### src/rtl/tle_pkg.sv
`timescale 1ns / 1ps
// ----------------------------------------------------------------------------
// Telnet line editor package
// Byte type, operation codes and the character constants of the editor.
// ----------------------------------------------------------------------------
package tle_pkg;

	typedef logic [7:0] byte_t;

	// operation codes of an input item
	localparam logic OP_BYTE    = 1'b0;
	localparam logic OP_SESSION = 1'b1;

	// result destinations
	localparam logic DEST_ECHO = 1'b0;
	localparam logic DEST_LINE = 1'b1;

	// characters
	localparam byte_t CH_IAC     = 8'hFF;
	localparam byte_t CH_OPT_MIN = 8'hFB;
	localparam byte_t CH_DEL     = 8'h7F;
	localparam byte_t CH_BS      = 8'h08;
	localparam byte_t CH_SPACE   = 8'h20;
	localparam byte_t CH_CR      = 8'h0D;
	localparam byte_t CH_LF      = 8'h0A;
	localparam byte_t CH_GT      = 8'h3E;

endpackage

### src/rtl/tle_if.sv
`timescale 1ns / 1ps
// ----------------------------------------------------------------------------
// Telnet line editor channels
// Valid/ready channels for received bytes and for produced bytes.
// ----------------------------------------------------------------------------
interface tle_in_if;
	logic           valid;
	logic           ready;
	logic           operation;
	tle_pkg::byte_t in_byte;

	modport source(output valid, output operation, output in_byte, input ready);
	modport sink(input valid, input operation, input in_byte, output ready);
endinterface

interface tle_out_if;
	logic           valid;
	logic           ready;
	tle_pkg::byte_t out_byte;
	logic           out_dest;
	logic           out_last;

	modport source(output valid, output out_byte, output out_dest, output out_last,
		input ready);
	modport sink(input valid, input out_byte, input out_dest, input out_last,
		output ready);
endinterface

### src/rtl/telnet_line_editor.sv
`timescale 1ns / 1ps
// ----------------------------------------------------------------------------
// Telnet line editor
// Strips telnet IAC sequences, edits a line with backspace and echo, and
// passes a finished line to the command dispatcher.
// ----------------------------------------------------------------------------
// Usage:
//   line_in  carries one item per received byte (operation 0) or a session
//            start (operation 1). It is taken only while the editor is idle.
//   line_out carries the produced bytes: out_dest 0 is echo to the client,
//            out_dest 1 is a stored line byte for the dispatcher; out_last
//            marks the final byte of one item's run.
// Timing:
//   An item that produces nothing is handled in the idle state alone. An item
//   that produces bytes is decoded in the idle state, then loads one byte per
//   cycle into the output register while that register is free. Carriage
//   return gives 4 + line length bytes.
// Reset:
//   arst_n clears the IAC flags, the line length and the output register.
//   The line store itself needs no clearing; only written entries are read.
// Backpressure:
//   The output register holds its item while line_out.ready is low, and the
//   editor pauses in its current step until the register frees up.
// ----------------------------------------------------------------------------
module telnet_line_editor #(
	parameter int LINE_BYTES = 32,
	localparam int LW = $clog2(LINE_BYTES)
) (
	input logic      clk,
	input logic      arst_n,
	tle_in_if.sink   line_in,
	tle_out_if.source line_out
);

	typedef enum logic [3:0] {
		ST_IDLE,
		ST_ECHO,
		ST_BS1,
		ST_SP,
		ST_BS2,
		ST_CR,
		ST_LF,
		ST_LINE,
		ST_GT,
		ST_PSP
	} state_t;

	state_t         state_q;
	logic           iac_seen_q;
	logic           skip_option_q;
	logic [LW-1:0]  len_q;
	logic [LW-1:0]  rd_idx_q;
	tle_pkg::byte_t echo_q;

	logic           out_valid_q;
	tle_pkg::byte_t out_byte_q;
	logic           out_dest_q;
	logic           out_last_q;

	logic           accept;
	logic           slot_free;
	logic           emit;
	logic           is_printable;
	logic           has_room;
	logic           wr_en;
	logic           rd_en;
	logic [LW-1:0]  rd_addr;
	tle_pkg::byte_t rd_data;
	logic           line_done;

	// Take a new item only when idle; results drain through the output register.
	assign line_in.ready = (state_q == ST_IDLE);
	assign accept        = line_in.valid && line_in.ready;
	assign slot_free     = !out_valid_q || line_out.ready;
	// Every busy state loads one byte into the output register when it is free.
	assign emit          = slot_free && (state_q != ST_IDLE);

	assign is_printable = (line_in.in_byte >= tle_pkg::CH_SPACE)
		&& (line_in.in_byte != tle_pkg::CH_DEL)
		&& (line_in.in_byte != tle_pkg::CH_IAC);
	assign has_room     = (len_q != LW'(LINE_BYTES - 1));

	// Store a printable byte at the end of the line.
	assign wr_en = accept && (line_in.operation == tle_pkg::OP_BYTE)
		&& !skip_option_q && !iac_seen_q && is_printable && has_room;

	// Drain reads run one entry ahead of the byte being emitted.
	assign line_done = (rd_idx_q == len_q - LW'(1));
	always_comb begin
		rd_en   = 1'b0;
		rd_addr = '0;
		unique case (state_q)
			ST_LF: begin
				rd_en = slot_free && (len_q != '0);
			end
			ST_LINE: begin
				rd_en   = slot_free && !line_done;
				rd_addr = rd_idx_q + LW'(1);
			end
			default: begin
				rd_en = 1'b0;
			end
		endcase
	end

	tle_line_ram #(
		.DEPTH(LINE_BYTES)
	) u_line_ram (
		.clk    (clk),
		.wr_en  (wr_en),
		.wr_addr(len_q),
		.wr_data(line_in.in_byte),
		.rd_en  (rd_en),
		.rd_addr(rd_addr),
		.rd_data(rd_data)
	);

	always_ff @(posedge clk or negedge arst_n) begin
		if (!arst_n) begin
			state_q       <= ST_IDLE;
			iac_seen_q    <= 1'b0;
			skip_option_q <= 1'b0;
			len_q         <= '0;
			rd_idx_q      <= '0;
			echo_q        <= '0;
			out_valid_q   <= 1'b0;
			out_byte_q    <= '0;
			out_dest_q    <= tle_pkg::DEST_ECHO;
			out_last_q    <= 1'b0;
		end else begin
			// Drop the held item once the receiver takes it and nothing replaces it.
			if (line_out.ready && !emit) begin
				out_valid_q <= 1'b0;
			end

			unique case (state_q)
				ST_IDLE: begin
					if (accept) begin
						priority if (line_in.operation == tle_pkg::OP_SESSION) begin
							iac_seen_q    <= 1'b0;
							skip_option_q <= 1'b0;
							len_q         <= '0;
							state_q       <= ST_GT;
						end else if (skip_option_q) begin
							// option code of a negotiation: discard
							skip_option_q <= 1'b0;
						end else if (iac_seen_q) begin
							iac_seen_q    <= 1'b0;
							skip_option_q <= (line_in.in_byte >= tle_pkg::CH_OPT_MIN);
						end else if (line_in.in_byte == tle_pkg::CH_IAC) begin
							iac_seen_q <= 1'b1;
						end else if (line_in.in_byte == tle_pkg::CH_CR) begin
							state_q <= ST_CR;
						end else if ((line_in.in_byte == tle_pkg::CH_DEL)
							|| (line_in.in_byte == tle_pkg::CH_BS)) begin
							if (len_q != '0) begin
								len_q   <= len_q - LW'(1);
								state_q <= ST_BS1;
							end
						end else if (is_printable) begin
							if (has_room) begin
								len_q   <= len_q + LW'(1);
								echo_q  <= line_in.in_byte;
								state_q <= ST_ECHO;
							end
						end else begin
							// control bytes and LF fall through untouched
						end
					end
				end
				ST_ECHO: begin
					if (slot_free) begin
						out_valid_q <= 1'b1;
						out_byte_q  <= echo_q;
						out_dest_q  <= tle_pkg::DEST_ECHO;
						out_last_q  <= 1'b1;
						state_q     <= ST_IDLE;
					end
				end
				ST_BS1: begin
					if (slot_free) begin
						out_valid_q <= 1'b1;
						out_byte_q  <= tle_pkg::CH_BS;
						out_dest_q  <= tle_pkg::DEST_ECHO;
						out_last_q  <= 1'b0;
						state_q     <= ST_SP;
					end
				end
				ST_SP: begin
					if (slot_free) begin
						out_valid_q <= 1'b1;
						out_byte_q  <= tle_pkg::CH_SPACE;
						out_dest_q  <= tle_pkg::DEST_ECHO;
						out_last_q  <= 1'b0;
						state_q     <= ST_BS2;
					end
				end
				ST_BS2: begin
					if (slot_free) begin
						out_valid_q <= 1'b1;
						out_byte_q  <= tle_pkg::CH_BS;
						out_dest_q  <= tle_pkg::DEST_ECHO;
						out_last_q  <= 1'b1;
						state_q     <= ST_IDLE;
					end
				end
				ST_CR: begin
					if (slot_free) begin
						out_valid_q <= 1'b1;
						out_byte_q  <= tle_pkg::CH_CR;
						out_dest_q  <= tle_pkg::DEST_ECHO;
						out_last_q  <= 1'b0;
						state_q     <= ST_LF;
					end
				end
				ST_LF: begin
					// The first line entry is read here when there is a line.
					if (slot_free) begin
						out_valid_q <= 1'b1;
						out_byte_q  <= tle_pkg::CH_LF;
						out_dest_q  <= tle_pkg::DEST_ECHO;
						out_last_q  <= 1'b0;
						rd_idx_q    <= '0;
						state_q     <= (len_q != '0) ? ST_LINE : ST_GT;
					end
				end
				ST_LINE: begin
					if (slot_free) begin
						out_valid_q <= 1'b1;
						out_byte_q  <= rd_data;
						out_dest_q  <= tle_pkg::DEST_LINE;
						out_last_q  <= 1'b0;
						if (line_done) begin
							len_q   <= '0;
							state_q <= ST_GT;
						end else begin
							rd_idx_q <= rd_idx_q + LW'(1);
						end
					end
				end
				ST_GT: begin
					if (slot_free) begin
						out_valid_q <= 1'b1;
						out_byte_q  <= tle_pkg::CH_GT;
						out_dest_q  <= tle_pkg::DEST_ECHO;
						out_last_q  <= 1'b0;
						state_q     <= ST_PSP;
					end
				end
				ST_PSP: begin
					if (slot_free) begin
						out_valid_q <= 1'b1;
						out_byte_q  <= tle_pkg::CH_SPACE;
						out_dest_q  <= tle_pkg::DEST_ECHO;
						out_last_q  <= 1'b1;
						state_q     <= ST_IDLE;
					end
				end
				default: begin
					state_q <= ST_IDLE;
				end
			endcase
		end
	end

	assign line_out.valid    = out_valid_q;
	assign line_out.out_byte = out_byte_q;
	assign line_out.out_dest = out_dest_q;
	assign line_out.out_last = out_last_q;

endmodule

### src/rtl/tle_line_ram.sv
`timescale 1ns / 1ps
// ----------------------------------------------------------------------------
// Line store RAM
// One write port, one read port, read data registered and held between reads.
// ----------------------------------------------------------------------------
module tle_line_ram #(
	parameter int DEPTH = 32,
	localparam int AW = (DEPTH > 1) ? $clog2(DEPTH) : 1
) (
	input  logic           clk,
	input  logic           wr_en,
	input  logic [AW-1:0]  wr_addr,
	input  tle_pkg::byte_t wr_data,
	input  logic           rd_en,
	input  logic [AW-1:0]  rd_addr,
	output tle_pkg::byte_t rd_data
);

	tle_pkg::byte_t mem [DEPTH];
	tle_pkg::byte_t rd_data_q;

	always_ff @(posedge clk) begin
		if (wr_en) begin
			mem[wr_addr] <= wr_data;
		end
		if (rd_en) begin
			rd_data_q <= mem[rd_addr];
		end
	end

	assign rd_data = rd_data_q;

endmodule
### src/flat_wrapper.sv
// flat-port wrapper written by rule: the top's interface ports become plain ports
module telnet_line_editor_flat 
#(
	parameter int LINE_BYTES = 32,
	localparam int LW = $clog2(LINE_BYTES)
)
  (clk, arst_n, line_in_valid, line_in_operation, line_in_in_byte, line_in_ready, line_out_valid, line_out_out_byte, line_out_out_dest, line_out_out_last, line_out_ready);
  tle_in_if line_in_i ();
  tle_out_if line_out_i ();
  input logic clk;
  input logic arst_n;
  input wire logic [$bits(line_in_i.valid)-1:0] line_in_valid;
  input wire logic [$bits(line_in_i.operation)-1:0] line_in_operation;
  input wire logic [$bits(line_in_i.in_byte)-1:0] line_in_in_byte;
  output wire logic [$bits(line_in_i.ready)-1:0] line_in_ready;
  output wire logic [$bits(line_out_i.valid)-1:0] line_out_valid;
  output wire logic [$bits(line_out_i.out_byte)-1:0] line_out_out_byte;
  output wire logic [$bits(line_out_i.out_dest)-1:0] line_out_out_dest;
  output wire logic [$bits(line_out_i.out_last)-1:0] line_out_out_last;
  input wire logic [$bits(line_out_i.ready)-1:0] line_out_ready;
  assign line_in_i.valid = line_in_valid;
  assign line_in_i.operation = line_in_operation;
  assign line_in_i.in_byte = line_in_in_byte;
  assign line_in_ready = line_in_i.ready;
  assign line_out_valid = line_out_i.valid;
  assign line_out_out_byte = line_out_i.out_byte;
  assign line_out_out_dest = line_out_i.out_dest;
  assign line_out_out_last = line_out_i.out_last;
  assign line_out_i.ready = line_out_ready;
  telnet_line_editor #(.LINE_BYTES(LINE_BYTES)) u_core (.clk(clk), .arst_n(arst_n), .line_in(line_in_i), .line_out(line_out_i));
endmodule
### config.mk
export PLATFORM = sky130hd
export DESIGN_NAME = telnet_line_editor_flat
export DESIGN_NICKNAME = d
export VERILOG_FILES = /design/src/rtl/tle_pkg.sv /design/src/rtl/tle_if.sv /design/src/rtl/telnet_line_editor.sv /design/src/rtl/tle_line_ram.sv /design/src/flat_wrapper.sv
export SDC_FILE = /design/constraint.sdc
export NUM_CORES = 1
export LEC_CHECK = 0
export ABC_AREA = 0
export BUFFER_PORTS_ARGS = -buffer_cell sky130_fd_sc_hd__buf_4
export CAP_MARGIN = 20
export CORE_ASPECT_RATIO = 0.9
export CORE_MARGIN = 4
export CORE_UTILIZATION = 57
export CTS_CLUSTER_SIZE = 10
export DETAILED_ROUTE_END_ITERATION = 8
export GPL_TIMING_DRIVEN = 0
export PLACE_DENSITY = 0.87
export RECOVER_POWER = 25
export SYNTH_ARGS = -nofsm -noshare
export SYNTH_HDL_FRONTEND = slang
export SYNTH_SLANG_ARGS = --single-unit
### constraint.sdc
create_clock -name clk -period 3.4 [get_ports clk]
set_input_delay 0.68 -clock clk [delete_from_list [all_inputs] [get_ports clk]]
set_output_delay 0.68 -clock clk [all_outputs]
set_load 0.01 [all_outputs]
==> Word level (Yosys, flattened, before mapping) <==
Memories as Yosys holds them, arrays and structs flattened. A register that Yosys moved wholly into a read port is not among the register bits.
Index checks and enable logic that the tools add are counted.
{ "word_totals": {"memories": 1, "mem_bits_rw": 256, "regBits": 35, "wordCells": 170} }
{ "classes": {"n_bitwise": 6, "mux": 63, "magnitude_cmp": 2, "reduce_logical": 42, "eq_ne": 43, "n_addsub": 3} }
{ "mem_list": {"columns": ["name", "depth", "width", "rd", "rd_clocked_by_memory_dff", "wr", "line_no", "rtl"], "rows": [
  ["u_core.u_line_ram.mem", 32, 8, 1, 1, 1, "tle_line_ram.sv:19", "tle_pkg::byte_t mem [DEPTH];"]
]} }
{ "op_table": {"columns": ["operator", "n"], "rows": [
  ["$mux W5", 16],
  ["$mux W4", 19],
  ["$mux W8", 7],
  ["$pmux W8 S7", 1],
  ["$pmux W4 S8", 1],
  ["$ne A2 B1 Y1 const B", 13],
  ["$ne A5 B5 Y1 const B", 4],
  ["$pmux W5 S2", 2],
  ["$eq A4 B3 Y1 const B", 4],
  ["$eq A8 B4 Y1 const B", 2],
  ["$reduce_and A15 Y1", 1],
  ["$mux W1", 14],
  ["$logic_and A1 B1 Y1", 12],
  ["$ne A3 B3 Y1 const B", 4],
  ["$ne A4 B4 Y1 const B", 3],
  ["$reduce_and A11 Y1", 1],
  ["$add A5 B1 Y5 const B", 2],
  ["$reduce_and A10 Y1", 1],
  ["$reduce_and A3 Y1", 3],
  ["$reduce_or A9 Y1", 1],
  ["$eq A4 B2 Y1 const B", 2],
  ["$eq A4 B4 Y1 const B", 2],
  ["$eq A8 B7 Y1 const B", 1],
  ["$eq A8 B8 Y1 const B", 1],
  ["24 further kinds", 42]
]} }

==> Longest topological paths before layout <==
{ "depth": {"ltp_word": 12, "ltp_mapped": 9, "ltp_nobuf": 8} }

==> Cells and area by module <==
Synthesis repeated with hierarchy kept, for this count alone.
{ "hier_totals": {"hier_cells": 690, "hier_area_um2": 12615.8} }
{ "modules_own_cells": {"columns": ["mod", "seq_area_each_um2", "cells_per_inst", "area_each_um2", "n_inst"], "rows": [
  ["tle_line_ram", 7927.6, 417, 10133.5, 1],
  ["telnet_line_editor", 875.8, 273, 2482.4, 1]
]} }

==> Worst setup path before layout <==
Ideal clock, no wire load.
{ "synth_timing": {"kind": "flip-flop to flip-flop", "start": "register u_core.len_q[0]", "end": "register u_core.u_line_ram.rd_data_q[0] (netlist: u_core.u_line_ram.rd_data[0]), read port of u_core.u_line_ram.mem (enable)", "stages_incl_launch_ff": 7, "arrival_ns": 2.931, "required_time_ns": 2.981, "setup_time_ns": 0.419, "synth_period_minus_slack_ns": 3.350, "n_path_buf": 0, "setup_slack_ns": 0.050, "cell_sequence": "dfrtp_1 -> inv_1 -> ha_1 -> nor3b_1 -> xnor3_1 -> and3_1 -> a2111oi_0"} }
{ "synth_via": {"elab_chain_cells": 5, "elab_cells_between_ends": 7, "cone_classes": "add/sub: 1; eq/ne: 1; mux: 1; reduce/logical: 4"} }
{ "synth_lines": {"columns": ["item", "line_no", "rtl"], "rows": [
  ["from (decl)", "telnet_line_editor.sv:51", "logic [LW-1:0] len_q;"],
  ["from (signal assigned)", "telnet_line_editor.sv:157", "len_q <= len_q - LW'(1);"],
  ["from (signal assigned)", "telnet_line_editor.sv:162", "len_q <= len_q + LW'(1);"],
  ["$sub A5 B1 Y5", "telnet_line_editor.sv:88", "assign line_done = (rd_idx_q == len_q - LW'(1));"],
  ["$eq A5 B5 Y1", "telnet_line_editor.sv:88", null],
  ["$logic_not A1 Y1", "telnet_line_editor.sv:97", "rd_en = slot_free && !line_done;"],
  ["$logic_and A1 B1 Y1", "telnet_line_editor.sv:97", null],
  ["$pmux W1 S2 (*)", "telnet_line_editor.sv:92", "unique case (state_q)"],
  ["net u_core.rd_en", "telnet_line_editor.sv:66", "logic rd_en;"],
  ["to (decl)", "tle_line_ram.sv:20", "tle_pkg::byte_t rd_data_q;"]
]} }
The timed path passes the listed nets; every way through them passes the cells marked *.
A chain may end at the register's enable or synchronous reset.

==> Worst setup path after layout <==
{ "layout_timing": {"start": "register u_core.len_q[2]", "end": "memory u_core.u_line_ram.mem[15][5] in the netlist's numbering (enable)"} }
{ "layout_via": {"elab_chain_cells": 4} }
{ "layout_lines": {"columns": ["item", "line_no", "rtl"], "rows": [
  ["$ne A5 B5 Y1", "telnet_line_editor.sv:81", "assign has_room = (len_q != LW'(LINE_BYTES - 1));"],
  ["$logic_and A1 B1 Y1", "telnet_line_editor.sv:85", "&& !skip_option_q && !iac_seen_q && is_printable && has_room;"],
  ["$mux W1", "tle_line_ram.sv:23", "if (wr_en) begin"],
  ["$mux W1 (not written as such)", "tle_line_ram.sv:24", "mem[wr_addr] <= wr_data;"],
  ["to (decl)", "tle_line_ram.sv:19", null]
]} }
Parallel ways exist; a longest one is shown, timed or not.

==> impl_metrics.ini <==
[drt]
drc = 0
wl_um = 37700
wl_met3_um = 5630
dr_wl_met2_um = 17100
num_vias = 9424
wl_met1_um = 13100
dr.max_layer_used = met4
drt_first_pass_iters = 7
avgViaCountPerCell = 7.04
wl_per_cell_um = 28.1
drt_iter0_markers = 1842
drtAntennaViolNets = 0

[layout]
diodes = 0
multi_input_area_um2 = 4190
finalInstanceArea_um2 = 14800
fin_cells = 1338
drive_gt1_share_pct = 17.9
nets = 1049
area_delta_synth_final_pct = 13.2
fillers = 1536
seq_area_um2 = 8800

[power]
power_frac_clock_pct = 37.1
p_leak_nw = 5.11
switching_share_pct = 26.3
ir_drop_mv = 0.488
power_frac_comb_pct = 14.8
seqPwrFrac_pct = 48.1
switchingPower_mw = 2.35
p_per_area_nw_per_um2 = 601
p_int_mw = 6.58

[synth]
synthesis.nets = 988
synth_edf_count = 264
synth_fa_ha_area_share_pct = 0.820
synth_area_leader_cell = edfxtp_1
netlist_area_um2 = 13100
syn_inst = 968
synthSimpleGateAreaFrac_pct = 9.80
synth_top_family_by_area = compound AO/OA/AOI/OAI gates
synthFlopType = edfxtp_1
yosysUniqueCellTypes = 87
yosysMostFrequentCell = edfxtp_1
async_flop_share_pct = 11.7
avgSynthCellArea_um2 = 13.6
synth_top_area_share_pct = 60.4
ys_seq_area_share_pct = 67.1
ys_ff_latch = 299
ys.warnings.count = 0
synth-xor-area-share_pct = 1.49
synth_commonest_cells = edfxtp_1 (264), nand2_1 (92), nor2_1 (62), o21ai_0 (62), a21oi_1 (43)
synth-compound-area-share_pct = 12.5
synthTopCellsByArea = edfxtp_1 (60%), dfrtp_1 (6.7%), mux2i_1 (3.0%)
synth_mux_area_share_pct = 5.72

[clocking]
clock_path_buffers = 3
cts_made_buffers = 36
cts_max_level = 2
cts_setup_buffers = 0
clock-root-buffer = clkbuf_16
cts_tree = yes
cts.clk_slew.worst_paths_ns = 0.06
clock_sinks = 299
insertion_delay_ns = 0.52

[sta]
worst_pin_slew_ns = 1.98
finalWorstSetupSlack_ns = -0.114
tns_ns = -6.05
hold_violations = 0
fmax_mhz = 285
slew_viol_final = 36
rsz0062_at_grt = yes
fin_skew_ns = 0.0210
post-route-period-util_pct = 103
setup_violations = 94
slew_headroom_pct = -32.3
min_period_ns = 3.51

[critical_path]
critPathLaunchType = flip-flop
crit_fanout = 10
crit_required_ns = 3.55
cp.arrival_ns = 3.66
worstSetupPathType = flip-flop to flip-flop
end_kind = flip-flop

[placement]
portBuffers = 23
place.gp.congestion = 0.965
placedCellCount = 1288
dpl_cell_area_um2 = 13700
dpl.hpwl_um = 23700

[run_status]
outcome = finished with violations
violations = max-capacitance violations, max-slew violations, negative setup slack

[hold_path]
min_path_type = flip-flop to flip-flop

[global_routing]
grt_max_degree = 40
antenna_found_initial = 0
grt_util_all_layers_pct = 28.7
grt_overflow_total = 0
grt_pass1_wl_um = 55600
grt_pass1_vias = 9219

[floorplanning]
die_area_um2 = 25500
std_cell_rows = 52
chipHeight_um = 152
core_area_um2 = 22600
pin_count = 25
die_x_um = 168
start_util_pct = 58.1

[flow_run]
drv_cap = 1
worst max-delay path: stages (launching register included):
cell,delay (ns)
dfrtp_1,0.43
clkbuf_1,0.34
and3_1,0.30
ha_1,0.20
a211oi_1,0.40
and4_1,0.36
nand2_1,0.50
nor2_2,0.63
final cells by class:
class / count / area share, %
plain buffers: 61 / 2.00
clock buffers: 46 / 6.32
clock inverters: 4 / 0.261
inverters: 12 / 0.303
multi-input cells: 596 / 28.2
flip-flops and latches: 299 / 59.3
well taps: 297 / 2.50
repair buffers: 23 / 1.14
flip-flops by register name (all words and copies together), names as in the netlist, 4 cells and up:
name,cells
u_core.u_line_ram.mem,256
u_core.echo_q,8
u_core.line_out.out_byte,8
u_core.u_line_ram.rd_data,8
u_core.len_q,5
u_core.rd_idx_q,5
u_core.state_q,4
power by group through the flow:
stage                     clock network [mW]  registers, mW  logic [mW]
after floorplan                            0           4.36       0.812
after global placement                     0           4.35        1.21
after detailed placement                   0           4.36        1.25
after CTS                               3.33           4.29        1.26
after global routing                    3.49           4.31        1.42
final                                   3.31           4.30        1.32
metal layers:
layer  vias up  GRT usage [%]
met3       181           9.07
met1      4511           38.4
met5         -              0
li1       3881              -
met4         0           13.3
met2       851           43.4
path summary, 6_finish.rpt:
path,depth (start not counted),start,slack (ns),to
max,7,u_core.len_q[2],-0.11,u_core.u_line_ram.mem[15][5]
min,2,u_core.echo_q[6],0.48,u_core.echo_q[6]
max reg2reg,7,u_core.len_q[2],-0.11,u_core.u_line_ram.mem[15][5]
min reg2reg,2,u_core.echo_q[6],0.48,u_core.echo_q[6]
max in group asynchronous,1,arst_n,1.52,u_core.len_q[0]
min in group asynchronous,1,arst_n,0.73,u_core.line_out.out_byte[2]
what timing repair did:
action | in CTS | in global routing
setup endpoints to repair | 248 | 259
pin swaps | 0 | 6
hold endpoints to repair | 0 | 0
resized for setup | 13 | 42
hold buffers | 0 | 0
metrics by stage:
stage	hold slack [ns]	power [mW]	setup slack (ns)	util (%)
2_1_floorplan	0.384	5.17	0.0496	-
4_1_cts	0.141	8.88	-0.131	65.0
3_5_place_dp	0.465	5.61	-0.127	60.6
5_1_grt	0.507	9.23	-0.272	65.8
3_3_place_gp	0.462	5.56	-0.776	60.5
6_report	0.476	8.93	-0.114	65.8
kinds of logic (layout without fill, tap and decap cells):
group	after synthesis	in the layout
compound gates	242	242
xor+xnor	16	16
fa+ha+maj	9	9
buf+inv	73	146
flops	299	299
mux	65	65
simple gates	264	264
cells in the final DEF (no fill, tap or decap), drive strengths merged, types with 25 or more instances in the layout:
| cell type | netlist | final |
|---|---|---|
| buf | 35 | 57 |
| dfrtp | 35 | 35 |
| clkbuf | 26 | 73 |
| nor2 | 66 | 66 |
| o21ai | 68 | 68 |
| mux2i | 39 | 39 |
| nand2 | 94 | 94 |
| edfxtp | 264 | 264 |
| nand3 | 25 | 25 |
| a21oi | 46 | 46 |
Note: power is estimated with default switching activity, not from simulation.
